<file path="src/rtl/wfba_pkg.sv">
// Shared types, field widths and result status codes for the worst-fit block allocator.
package wfba_pkg;

    localparam int ADDR_W   = 21;
    localparam int SIZE_W   = 16;
    localparam int STATUS_W = 3;
    localparam int INDEX_W  = 5;

    localparam logic [STATUS_W-1:0] STATUS_LOADED   = 3'd0;
    localparam logic [STATUS_W-1:0] STATUS_FULL     = 3'd1;
    localparam logic [STATUS_W-1:0] STATUS_SPLIT    = 3'd2;
    localparam logic [STATUS_W-1:0] STATUS_UNSPLIT  = 3'd3;
    localparam logic [STATUS_W-1:0] STATUS_NO_FIT   = 3'd4;

    // One row of the block table
    typedef struct packed {
        logic [ADDR_W-1:0] start;
        logic [SIZE_W-1:0] size;
        logic              used;
    } entry_t;

    // Running best candidate of a table scan
    typedef struct packed {
        logic              found;
        logic [ADDR_W-1:0] start;
        logic [SIZE_W-1:0] size;
    } best_t;

endpackage

</file>
<file path="src/rtl/worst_fit_block_allocator.sv">
// Top level of the worst-fit block allocator: block table memory, sequencer and result register.
//
// Usage:
//   Input channel (item_valid / item_ready): operation 0 loads a free block of
//   size amount at the running end of the address space; operation 1 asks for
//   a block of at least amount. Each item gives exactly one result transfer on
//   the result channel (result_valid / result_ready): status, block_index,
//   block_start and block_size.
//   Sequence: a load's result is registered and valid in the cycle after its
//   transfer. An allocate scans the table through the single read port of the
//   table memory, one entry a cycle, then moves the later entries up one place
//   a cycle when the chosen block is split, then writes the remainder row and
//   then the chosen row.
//   Stall: a finished result waits in the output register; the next item is
//   taken while that register holds a result only if the receiver takes it in
//   the same cycle, and an allocate that ends early holds until it is free.
//   Reset: the table is empty and the next load starts at address zero; the
//   table memory itself is not cleared, as only rows below the count are read.
module worst_fit_block_allocator
    import wfba_pkg::*;
#(
    parameter int MAX_ENTRIES = 32
) (
    input  logic                clk,
    input  logic                rst_n,
    input  logic                item_valid,
    output logic                item_ready,
    input  logic                operation,
    input  logic [SIZE_W-1:0]   amount,
    output logic                result_valid,
    input  logic                result_ready,
    output logic [STATUS_W-1:0] status,
    output logic [INDEX_W-1:0]  block_index,
    output logic [ADDR_W-1:0]   block_start,
    output logic [SIZE_W-1:0]   block_size
);

    localparam int IDX_W = (MAX_ENTRIES > 1) ? $clog2(MAX_ENTRIES) : 1;
    localparam int CNT_W = $clog2(MAX_ENTRIES + 1);
    localparam logic [CNT_W-1:0] MAX_CNT = CNT_W'(MAX_ENTRIES);

    typedef enum logic [6:0] {
        S_IDLE    = 7'b0000001,
        S_SCAN    = 7'b0000010,
        S_DECIDE  = 7'b0000100,
        S_SHIFT   = 7'b0001000,
        S_WR_REM  = 7'b0010000,
        S_WR_BEST = 7'b0100000,
        S_FINISH  = 7'b1000000
    } state_t;

    // Control state
    state_t            state_reg, state_next;
    logic [CNT_W-1:0]  entry_count_reg, entry_count_next;
    logic [ADDR_W-1:0] next_load_start_reg, next_load_start_next;
    logic [CNT_W-1:0]  scan_idx_reg, scan_idx_next;
    logic              pipe_valid_reg, pipe_valid_next;
    logic              shift_active_reg, shift_active_next;
    logic              result_valid_reg, result_valid_next;

    // Payload state
    logic [IDX_W-1:0]    pipe_idx_reg, pipe_idx_next;
    logic [IDX_W-1:0]    shift_addr_reg, shift_addr_next;
    logic [SIZE_W-1:0]   amount_reg, amount_next;
    logic [STATUS_W-1:0] rs_status_reg, rs_status_next;
    logic [INDEX_W-1:0]  rs_index_reg, rs_index_next;
    logic [ADDR_W-1:0]   rs_start_reg, rs_start_next;
    logic [SIZE_W-1:0]   rs_size_reg, rs_size_next;
    logic [STATUS_W-1:0] status_reg, status_next;
    logic [INDEX_W-1:0]  block_index_reg, block_index_next;
    logic [ADDR_W-1:0]   block_start_reg, block_start_next;
    logic [SIZE_W-1:0]   block_size_reg, block_size_next;

    // Table memory: one write and one registered read per cycle
    entry_t           table_mem [MAX_ENTRIES];
    entry_t           rd_data_reg;
    logic [IDX_W-1:0] rd_addr;
    logic             mem_we;
    logic [IDX_W-1:0] mem_waddr;
    entry_t           mem_wdata;

    // Compare unit
    logic             trk_clear;
    logic             trk_valid;
    best_t            best;
    logic [IDX_W-1:0] best_idx;
    logic [IDX_W-1:0] best_idx_p1;

    logic             item_xfer;
    logic             result_xfer;
    logic             out_free;
    logic             scan_issue;
    logic [CNT_W-1:0] count_m1;
    logic             table_full;

    // Widen a table position to the result index field, then keep its low bits
    function automatic logic [INDEX_W-1:0] to_index(input logic [IDX_W-1:0] idx);
        logic [IDX_W+INDEX_W-1:0] wide;
        wide = {{INDEX_W{1'b0}}, idx};
        return wide[INDEX_W-1:0];
    endfunction

    assign item_xfer   = item_valid && item_ready;
    assign result_xfer = result_valid_reg && result_ready;
    assign out_free    = !result_valid_reg || result_ready;
    assign item_ready  = (state_reg == S_IDLE) && out_free;
    assign table_full  = (entry_count_reg >= MAX_CNT);
    assign count_m1    = entry_count_reg - 1'b1;
    assign scan_issue  = (scan_idx_reg < entry_count_reg);
    assign best_idx_p1 = best_idx + 1'b1;
    assign trk_valid   = (state_reg == S_SCAN) && pipe_valid_reg;

    wfba_best #(
        .IDX_W (IDX_W)
    ) u_best (
        .clk      (clk),
        .rst_n    (rst_n),
        .clear    (trk_clear),
        .valid    (trk_valid),
        .idx      (pipe_idx_reg),
        .entry    (rd_data_reg),
        .amount   (amount_reg),
        .best     (best),
        .best_idx (best_idx)
    );

    always_comb
    begin
        state_next           = state_reg;
        entry_count_next     = entry_count_reg;
        next_load_start_next = next_load_start_reg;
        scan_idx_next        = scan_idx_reg;
        pipe_valid_next      = 1'b0;
        pipe_idx_next        = pipe_idx_reg;
        shift_active_next    = shift_active_reg;
        shift_addr_next      = shift_addr_reg;
        amount_next          = amount_reg;
        rs_status_next       = rs_status_reg;
        rs_index_next        = rs_index_reg;
        rs_start_next        = rs_start_reg;
        rs_size_next         = rs_size_reg;
        status_next          = status_reg;
        block_index_next     = block_index_reg;
        block_start_next     = block_start_reg;
        block_size_next      = block_size_reg;
        result_valid_next    = result_xfer ? 1'b0 : result_valid_reg;
        trk_clear            = 1'b0;
        rd_addr              = '0;
        mem_we               = 1'b0;
        mem_waddr            = '0;
        mem_wdata            = '0;

        unique case (state_reg)
            S_IDLE:
            begin
                if (item_xfer)
                begin
                    if (!operation)
                    begin
                        result_valid_next = 1'b1;
                        if (table_full)
                        begin
                            status_next      = STATUS_FULL;
                            block_index_next = '0;
                            block_start_next = '0;
                            block_size_next  = '0;
                        end
                        else
                        begin
                            // Append a free block at the running end
                            mem_we               = 1'b1;
                            mem_waddr            = entry_count_reg[IDX_W-1:0];
                            mem_wdata.start      = next_load_start_reg;
                            mem_wdata.size       = amount;
                            mem_wdata.used       = 1'b0;
                            entry_count_next     = entry_count_reg + 1'b1;
                            next_load_start_next = next_load_start_reg
                                                   + {{(ADDR_W-SIZE_W){1'b0}}, amount};
                            status_next          = STATUS_LOADED;
                            block_index_next     = to_index(entry_count_reg[IDX_W-1:0]);
                            block_start_next     = next_load_start_reg;
                            block_size_next      = amount;
                        end
                    end
                    else
                    begin
                        amount_next   = amount;
                        scan_idx_next = '0;
                        trk_clear     = 1'b1;
                        state_next    = S_SCAN;
                    end
                end
            end

            S_SCAN:
            begin
                // Issue one read a cycle; the compare unit sees it in the cycle after
                rd_addr         = scan_idx_reg[IDX_W-1:0];
                pipe_valid_next = scan_issue;
                pipe_idx_next   = scan_idx_reg[IDX_W-1:0];
                if (scan_issue)
                begin
                    scan_idx_next = scan_idx_reg + 1'b1;
                end
                else if (!pipe_valid_reg)
                begin
                    state_next = S_DECIDE;
                end
            end

            S_DECIDE:
            begin
                if (!best.found)
                begin
                    rs_status_next = STATUS_NO_FIT;
                    rs_index_next  = '0;
                    rs_start_next  = '0;
                    rs_size_next   = '0;
                    state_next     = S_FINISH;
                end
                else
                begin
                    rs_index_next = to_index(best_idx);
                    rs_start_next = best.start;
                    rs_size_next  = best.size;
                    if ((best.size > amount_reg) && !table_full)
                    begin
                        rs_status_next = STATUS_SPLIT;
                        if (count_m1[IDX_W-1:0] > best_idx)
                        begin
                            shift_addr_next   = count_m1[IDX_W-1:0];
                            shift_active_next = 1'b1;
                            state_next        = S_SHIFT;
                        end
                        else
                        begin
                            state_next = S_WR_REM;
                        end
                    end
                    else
                    begin
                        // Take the whole block
                        rs_status_next  = STATUS_UNSPLIT;
                        mem_we          = 1'b1;
                        mem_waddr       = best_idx;
                        mem_wdata.start = best.start;
                        mem_wdata.size  = best.size;
                        mem_wdata.used  = 1'b1;
                        state_next      = S_FINISH;
                    end
                end
            end

            S_SHIFT:
            begin
                // Read from the top down, write each row one place higher
                rd_addr         = shift_addr_reg;
                pipe_valid_next = shift_active_reg;
                pipe_idx_next   = shift_addr_reg;
                if (shift_active_reg)
                begin
                    if (shift_addr_reg == best_idx_p1)
                    begin
                        shift_active_next = 1'b0;
                    end
                    else
                    begin
                        shift_addr_next = shift_addr_reg - 1'b1;
                    end
                end
                if (pipe_valid_reg)
                begin
                    mem_we    = 1'b1;
                    mem_waddr = pipe_idx_reg + 1'b1;
                    mem_wdata = rd_data_reg;
                end
                if (!shift_active_reg && !pipe_valid_reg)
                begin
                    state_next = S_WR_REM;
                end
            end

            S_WR_REM:
            begin
                mem_we          = 1'b1;
                mem_waddr       = best_idx_p1;
                mem_wdata.start = best.start + {{(ADDR_W-SIZE_W){1'b0}}, amount_reg};
                mem_wdata.size  = best.size - amount_reg;
                mem_wdata.used  = 1'b0;
                state_next      = S_WR_BEST;
            end

            S_WR_BEST:
            begin
                mem_we           = 1'b1;
                mem_waddr        = best_idx;
                mem_wdata.start  = best.start;
                mem_wdata.size   = amount_reg;
                mem_wdata.used   = 1'b1;
                entry_count_next = entry_count_reg + 1'b1;
                state_next       = S_FINISH;
            end

            S_FINISH:
            begin
                // Hold until the output register is free
                if (out_free)
                begin
                    result_valid_next = 1'b1;
                    status_next       = rs_status_reg;
                    block_index_next  = rs_index_reg;
                    block_start_next  = rs_start_reg;
                    block_size_next   = rs_size_reg;
                    state_next        = S_IDLE;
                end
            end

            default:
            begin
                state_next = S_IDLE;
            end
        endcase
    end

    always_ff @(posedge clk or negedge rst_n)
    begin
        if (!rst_n)
        begin
            state_reg           <= S_IDLE;
            entry_count_reg     <= '0;
            next_load_start_reg <= '0;
            scan_idx_reg        <= '0;
            pipe_valid_reg      <= 1'b0;
            shift_active_reg    <= 1'b0;
            result_valid_reg    <= 1'b0;
        end
        else
        begin
            state_reg           <= state_next;
            entry_count_reg     <= entry_count_next;
            next_load_start_reg <= next_load_start_next;
            scan_idx_reg        <= scan_idx_next;
            pipe_valid_reg      <= pipe_valid_next;
            shift_active_reg    <= shift_active_next;
            result_valid_reg    <= result_valid_next;
        end
    end

    always_ff @(posedge clk)
    begin
        pipe_idx_reg    <= pipe_idx_next;
        shift_addr_reg  <= shift_addr_next;
        amount_reg      <= amount_next;
        rs_status_reg   <= rs_status_next;
        rs_index_reg    <= rs_index_next;
        rs_start_reg    <= rs_start_next;
        rs_size_reg     <= rs_size_next;
        status_reg      <= status_next;
        block_index_reg <= block_index_next;
        block_start_reg <= block_start_next;
        block_size_reg  <= block_size_next;
    end

    always_ff @(posedge clk)
    begin
        if (mem_we)
        begin
            table_mem[mem_waddr] <= mem_wdata;
        end
        rd_data_reg <= table_mem[rd_addr];
    end

    assign result_valid = result_valid_reg;
    assign status       = status_reg;
    assign block_index  = block_index_reg;
    assign block_start  = block_start_reg;
    assign block_size   = block_size_reg;

`ifndef SYNTHESIS
    a_count_bound: assert property (@(posedge clk) disable iff (!rst_n)
        entry_count_reg <= MAX_CNT)
        else $error("block count exceeds table depth");

    a_load_grows: assert property (@(posedge clk) disable iff (!rst_n)
        (item_xfer && !operation && !table_full)
        |=> (entry_count_reg == $past(entry_count_reg) + 1'b1))
        else $error("accepted load did not grow the table");

    a_scan_drained: assert property (@(posedge clk) disable iff (!rst_n)
        (state_reg == S_DECIDE) |-> !pipe_valid_reg)
        else $error("decision taken with a read still in flight");

    a_shift_above_best: assert property (@(posedge clk) disable iff (!rst_n)
        (state_reg == S_SHIFT && pipe_valid_reg) |-> (pipe_idx_reg > best_idx))
        else $error("shift touched a row at or below the chosen block");
`endif

endmodule

</file>
<file path="src/rtl/wfba_best.sv">
// Compare unit that tracks the largest free block that fits the request during a scan.
module wfba_best
    import wfba_pkg::*;
#(
    parameter int IDX_W = 5
) (
    input  logic              clk,
    input  logic              rst_n,
    input  logic              clear,
    input  logic              valid,
    input  logic [IDX_W-1:0]  idx,
    input  entry_t            entry,
    input  logic [SIZE_W-1:0] amount,
    output best_t             best,
    output logic [IDX_W-1:0]  best_idx
);

    best_t            best_reg;
    best_t            best_next;
    logic [IDX_W-1:0] best_idx_reg;
    logic [IDX_W-1:0] best_idx_next;
    logic             take;

    // Strictly larger wins, so the lowest index keeps a tie
    assign take = valid && !entry.used && (entry.size >= amount)
                  && (!best_reg.found || (entry.size > best_reg.size));

    always_comb
    begin
        best_next     = best_reg;
        best_idx_next = best_idx_reg;
        if (clear)
        begin
            best_next.found = 1'b0;
        end
        else if (take)
        begin
            best_next.found = 1'b1;
            best_next.start = entry.start;
            best_next.size  = entry.size;
            best_idx_next   = idx;
        end
    end

    always_ff @(posedge clk or negedge rst_n)
    begin
        if (!rst_n)
        begin
            best_reg     <= '0;
            best_idx_reg <= '0;
        end
        else
        begin
            best_reg     <= best_next;
            best_idx_reg <= best_idx_next;
        end
    end

    assign best     = best_reg;
    assign best_idx = best_idx_reg;

endmodule
</file>
<file path="config.mk">
export PLATFORM = sky130hd
export DESIGN_NAME = worst_fit_block_allocator
export DESIGN_NICKNAME = d
export VERILOG_FILES = /design/src/rtl/wfba_pkg.sv /design/src/rtl/worst_fit_block_allocator.sv /design/src/rtl/wfba_best.sv
export SDC_FILE = /design/constraint.sdc
export NUM_CORES = 2
export LEC_CHECK = 0
export BUFFER_PORTS_ARGS = -buffer_cell sky130_fd_sc_hd__buf_2
export CAP_MARGIN = 20
export CORE_MARGIN = 3
export CORE_UTILIZATION = 47
export CTS_CLUSTER_DIAMETER = 100
export DETAILED_ROUTE_END_ITERATION = 7
export PLACE_DENSITY = 0.65
export SYNTH_ARGS = -nofsm -noshare
export SYNTH_HDL_FRONTEND = slang
export SYNTH_SLANG_ARGS = --single-unit
</file>
<file path="constraint.sdc">
create_clock -name clk -period 9.6 [get_ports clk]
set_clock_uncertainty 0.1 [all_clocks]
set_input_delay 0.48 -clock clk [delete_from_list [all_inputs] [get_ports clk]]
set_output_delay 0.48 -clock clk [all_outputs]
set_load 0.05 [all_outputs]
</file>
* Yosys cells after proc, flatten, opt, wreduce, memory -nomap -nowiden
Memory sizes are Yosys's and may differ from the RTL's. A register that Yosys moved wholly into a read port is not among the register bits. Index checks and enable logic that the tools add are counted.
Operators by class: add/sub/neg operators 9, $lt $le $gt $ge 6, equal/unequal tests 22, mux-type cells 86, bitwise operators 3, reduce and logical (&&, ||, !) cells 33
Operators by type and width (number):
- 38-bit two-way mux | 7
- 38-bit one-hot mux with 5 select lines | 1
- 21-bit two-way mux | 4
- 5-bit two-way mux | 15
- 16-bit two-way mux | 4
- 7-bit two-way mux | 8
- 7-bit one-hot mux with 7 select lines | 1
- 21-bit by 16-bit adder with 21-bit output | 2
- 21-bit one-hot mux with 2 select lines | 1
- 5-bit one-hot mux with 2 select lines | 4
- 6-bit two-way mux | 6
- 16-bit greater-than comparator | 2
- 16-bit one-hot mux with 2 select lines | 1
- 2-bit inequality test, second input constant | 13
- 5-bit one-hot mux with 5 select lines | 1
- 6-bit one-hot mux with 2 select lines | 2
- 1-bit two-way mux | 23
- 4-bit AND reduction | 5
- 16-bit >= comparator | 1
- 16-bit subtractor | 1
- 6-bit by 1-bit adder with 6-bit output, second input constant | 2
- 6-bit AND reduction | 2
- 2-bit nonzero test | 6
- 5-bit by 1-bit adder with 5-bit output, second input constant | 2
- 24 further kinds | 45
Word-level totals: bits in registers 202, memory bits (writable) 1216, input bits 21, output and inout port bits 47, logic and storage cells 182, memories 1
Memories:
- table_mem | depth 32, width 38, read ports 1, clocked after memory_dff 1, write ports 1, RTL line worst_fit_block_allocator.sv:75 | entry_t table_mem [MAX_ENTRIES];

* Logic depth before layout (Yosys ltp)
depth after elaboration 8, mapped depth 14, depth with buffers taken out 12

* Cells and area by module
From an unflattened synthesis, not the netlist that was laid out.
Second synthesis, totals: cell total of the unflattened synthesis 4547, area, all modules 60665.7 um2
By module, submodules not included:
- worst_fit_block_allocator | instances 1, cells an instance 4342, area an instance 58093.2 um2, sequential area each 41836.4 um2
- wfba_best | instances 1, cells an instance 205, area an instance 2572.5 um2, sequential area each 1076.0 um2

* Worst setup path before layout
OpenSTA, ideal clock, no wires.
kind flip-flop to flip-flop, start register state_reg[1], end memory table_mem[11][0] (netlist bit) (enable), setup time 0.433 ns, arrival 6.668 ns, data required time 9.067 ns, path slack 2.398 ns, cell stages (with the launch flop) 9, buffers on the path 1, period minus slack after synthesis 7.202 ns, cells stage by stage dfrtp_1 or4_1 nor4b_2 nand2_1 a211oi_2 buf_2 a21o_1 nand2_1 nor2_1
Between the ends: word-level cells in the longest chain between the ends 7, elaborated cells between the ends (all ways) 14, classes of those cells 5 x eq/ne; 6 x mux; 3 x reduce/logical
RTL lines:
- start: declaration | RTL line worst_fit_block_allocator.sv:53 | state_t state_reg, state_next;
- start signal: assignment | RTL line worst_fit_block_allocator.sv:339 | state_reg <= state_next;
- 7-bit by 1-bit == test with 1-bit output | RTL line worst_fit_block_allocator.sv:106, worst_fit_block_allocator.sv:153
- 1-bit logical AND | RTL line worst_fit_block_allocator.sv:106 | assign item_ready = (state_reg == S_IDLE) && out_free;
- 1-bit logical AND | RTL line worst_fit_block_allocator.sv:103 | assign item_xfer = item_valid && item_ready;
- 1-bit two-way mux | RTL line worst_fit_block_allocator.sv:156 | if (item_xfer)
- 1-bit one-hot mux with 4 select lines | RTL line worst_fit_block_allocator.sv:153 | unique case (state_reg)
- 1-bit two-way mux | RTL line worst_fit_block_allocator.sv:366 | if (mem_we)
- 1-bit two-way mux (not written as such) | RTL line worst_fit_block_allocator.sv:368 | table_mem[mem_waddr] <= mem_wdata;
- end: declaration | RTL line worst_fit_block_allocator.sv:75
Several ways; a longest one is shown, not always the timed one.

* Worst setup path in the final report
start register state_reg[1], end memory table_mem[4][11] (netlist bit) (enable)
Same word-level chain as after synthesis.

==> results.yml <==
status:
  outcome: "complete, no violations"
timing:
  fin_hold_ws_ps: 75.2
  fmax_mhz: 186
  drv_slew: 0
  fin_ws_ps: 4210
  tns_ps: 0
  hold_violations: 0
  period_needed_ps: 5390
  min_period_over_period: 0.561
  setup_viol: 0
  rsz0062_at_grt: "no"
  slew-limit-headroom: 0.234
  worst_pin_slew_ps: 1140
worst_setup_path:
  path_class: "flop to flop"
  startpoint: "state_reg[1]"
  cp.required_ps: 9900
  critPathArrivalTime_ps: 5680
  critPathMostFrequentCell: "buf_4"
  cp_slowest_stage_delay_ps: 810
  cp_slowest_cell: "nor2_4"
  worst-path-max-fanout: 49
  cp-start-kind: "flop"
  r2r_start: "state_reg[1]"
  crit_path_end_kind: "flop"
  crit_chain: "or4_1 > nor4b_4 > buf_4 > nand2_1 > a211oi_2 > or2_1 > buf_4 > a211o_1 > nand2_1 > nor2_4 > buf_4"
clock_tree:
  clock_latency_ps: 750
  path_clk_slew_ps: 60
  cts_sinks: 1456
  clock_path_buffers: 3
  clock-root-buffer: "clkbuf_16"
  htreeDepth: 4
  cts_tree: "yes"
  numCtsBuffers: 150
grt:
  grt_max_degree: 144
  track_usage: 0.242
  overflow: 0
  grt_pass1_vias: 36800
  antenna_found_initial: 7
  grt_pass1_wl_um: 239000
yosys:
  netlist_area_um2: 60000
  syn_nets: 4632
  avgSynthCellArea_um2: 13.3
  syn_inst: 4512
  ys_async_sr_fraction: 0.0591
  yosys_warnings: 0
  synth_edf_count: 1332
  synth.distinct_cells: 75
  ys_ff_latch: 1456
  dominantRegCellSynth: "edfxtp_1"
  synth_seq_area_share: 0.715
placement:
  place_ws_ps: 4220
  place_congestion: 0.925
  io_buffers: 67
  dp_hpwl_um: 92600
  placedInstanceArea_um2: 62700
power:
  power.leakage_nw: 23.0
  combPwrFrac: 0.137
  internal-power_w: 0.0113
  power.density_nw_per_um2: 227
  switching_share: 0.267
  ir_drop_mv: 0.141
  power.switching_w: 0.00410
  clkPwrFrac: 0.366
  power_w: 0.0154
  p_seq_frac: 0.497
drt:
  wl_per_cell_um: 25.5
  drt_iter0_markers: 4644
  ant_nets: 0
  drc: 0
  vias: 38200
  firstDrtPassIters: 6
  vias_per_cell: 6.01
  drt-total-wl_um: 162000
die:
  dieArea_um2: 132000
  dieHeight_um: 363
  initial_utilization: 0.476
  io_pins: 68
  coreArea_um2: 126000
  rows: 130
  die_x_um: 363
final_layout:
  drive_gt1_frac: 0.0980
  nNetsFinal: 4713
  fill_cells: 10200
  area_growth_pct: 12.9
  final_cell_area_um2: 67800
  largest_reg_flops: 1216
min_path:
  min_from: "result_ready"
  hp-class: "primary input to flop"
run:
  drv_cap: 0
[metrics by stage]
step	cells	util
after global placement	6062	0.496
after CTS	6345	0.535
after global routing	6355	0.537
final	6357	0.537
after floorplan	4512	-
after detailed placement	6064	0.497
[power groups by stage]
stage,clock (W),sequential (W),combinational [W]
2_1_floorplan,0,0.00783,0.00117
3_3_place_gp,0,0.00776,0.00201
3_5_place_dp,0,0.00777,0.00205
4_1_cts,0.00572,0.00763,0.00207
5_1_grt,0.00597,0.00766,0.00228
6_report,0.00564,0.00764,0.00210
[cell usage in the layout, fill, tap and decap left out, types with 16 or more instances in the layout]
cell type / synthesis / final
edfxtp_1: 1332 / 1332
nand2_1: 1087 / 1083
nand3_1: 331 / 331
mux2i_1: 157 / 157
a31oi_1: 156 / 155
clkbuf_16: 0 / 154
a32oi_1: 153 / 152
o21ai_0: 112 / 97
ha_1: 96 / 96
buf_4: 4 / 94
dfrtp_1: 85 / 85
nor2_1: 111 / 79
inv_1: 74 / 74
buf_2: 55 / 70
a21oi_1: 62 / 62
clkbuf_1: 190 / 41
nor4_1: 40 / 39
mux2_1: 39 / 39
dfxtp_1: 38 / 38
xnor2_1: 35 / 35
nor2_4: 0 / 32
xor2_1: 28 / 28
a21o_1: 26 / 26
and2_1: 27 / 26
clkinv_1: 0 / 25
a222oi_1: 19 / 19
nor3_1: 20 / 17
o31ai_1: 17 / 17
dlygate4sd3_1: 0 / 17
nand4_1: 16 / 16
clkinv_2: 0 / 16
[cell families (layout without fill, tap and decap cells)]
group                      after synthesis  count (layout)  share of synthesized area
and+or+nand+nor                       1697            1697                      0.121
DFF                                   1456            1456                      0.715
AOI/OAI and AO/OA                      656             656                     0.0771
buffers and inverters                  342             535                     0.0233
muxes                                  199             199                     0.0341
adders and majority gates               99              99                     0.0210
xor gates and xnor gates                63              63                    0.00919
other                                    0               2                          0
[final timing paths]
kind	endpoint	slack, ps	cells past startpoint
worst min-delay path	result_valid	80	4
worst min register to register	u_best.best[35]	390	1
worst max register to register	table_mem[4][11]	4210	11
min in group asynchronous	scan_idx_reg[2]	100	2
worst max-delay path	table_mem[4][11]	4210	11
max in group asynchronous	u_best.best[27]	7980	3
[area by class of cell]
class                      count  area [um^2]  share of cell area
inverter                      74          278             0.00410
sequential                  1456        42900               0.633
clock buffer                 199         4060              0.0599
tap                         1650         2060              0.0305
clock inverter                65          666             0.00982
multi-input combinational   2714        16200               0.239
timing repair buffer         197         1570              0.0232
antenna                        2         5.00           0.0000738
[routing by layer]
layer	wire (um)	track usage	vias up
li1	-	-	17100
met1	68500	0.345	19100
met2	74800	0.381	1707
met3	13900	0.0425	268
met4	4640	0.0742	2
met5	13	0	-
[cell usage after synthesis (26+ instances only)]
| cell | number | area, um^2 |
|---|---|---|
| a31oi_1 | 156 | 976 |
| clkbuf_1 | 190 | 713 |
| dfrtp_1 | 85 | 2130 |
| buf_2 | 55 | 275 |
| and2_1 | 27 | 169 |
| a32oi_1 | 153 | 1340 |
| ha_1 | 96 | 1200 |
| mux2i_1 | 157 | 1570 |
| inv_1 | 74 | 278 |
| edfxtp_1 | 1332 | 40000 |
| nor2_1 | 111 | 417 |
| dfxtp_1 | 38 | 761 |
| nor4_1 | 40 | 250 |
| o21ai_0 | 112 | 561 |
| a21o_1 | 26 | 195 |
| xnor2_1 | 35 | 307 |
| nand3_1 | 331 | 1660 |
| a21oi_1 | 62 | 310 |
| xor2_1 | 28 | 245 |
| nand2_1 | 1087 | 4080 |
| mux2_1 | 39 | 439 |
[critical path: cells and delay by family (launching register included)]
family | cells | cell delay [ps]
compound gates | 2 | 720
buf+inv | 3 | 1330
flops | 1 | 420
simple gates | 6 | 2420
[timing repair]
item / in CTS / in global routing
endpoints found under the hold margin: 40 / 0
resized for setup: 0 / 0
hold buffers: 17 / 0
buffers inserted: 0 / 0
(Power assumes the default switching activity.)
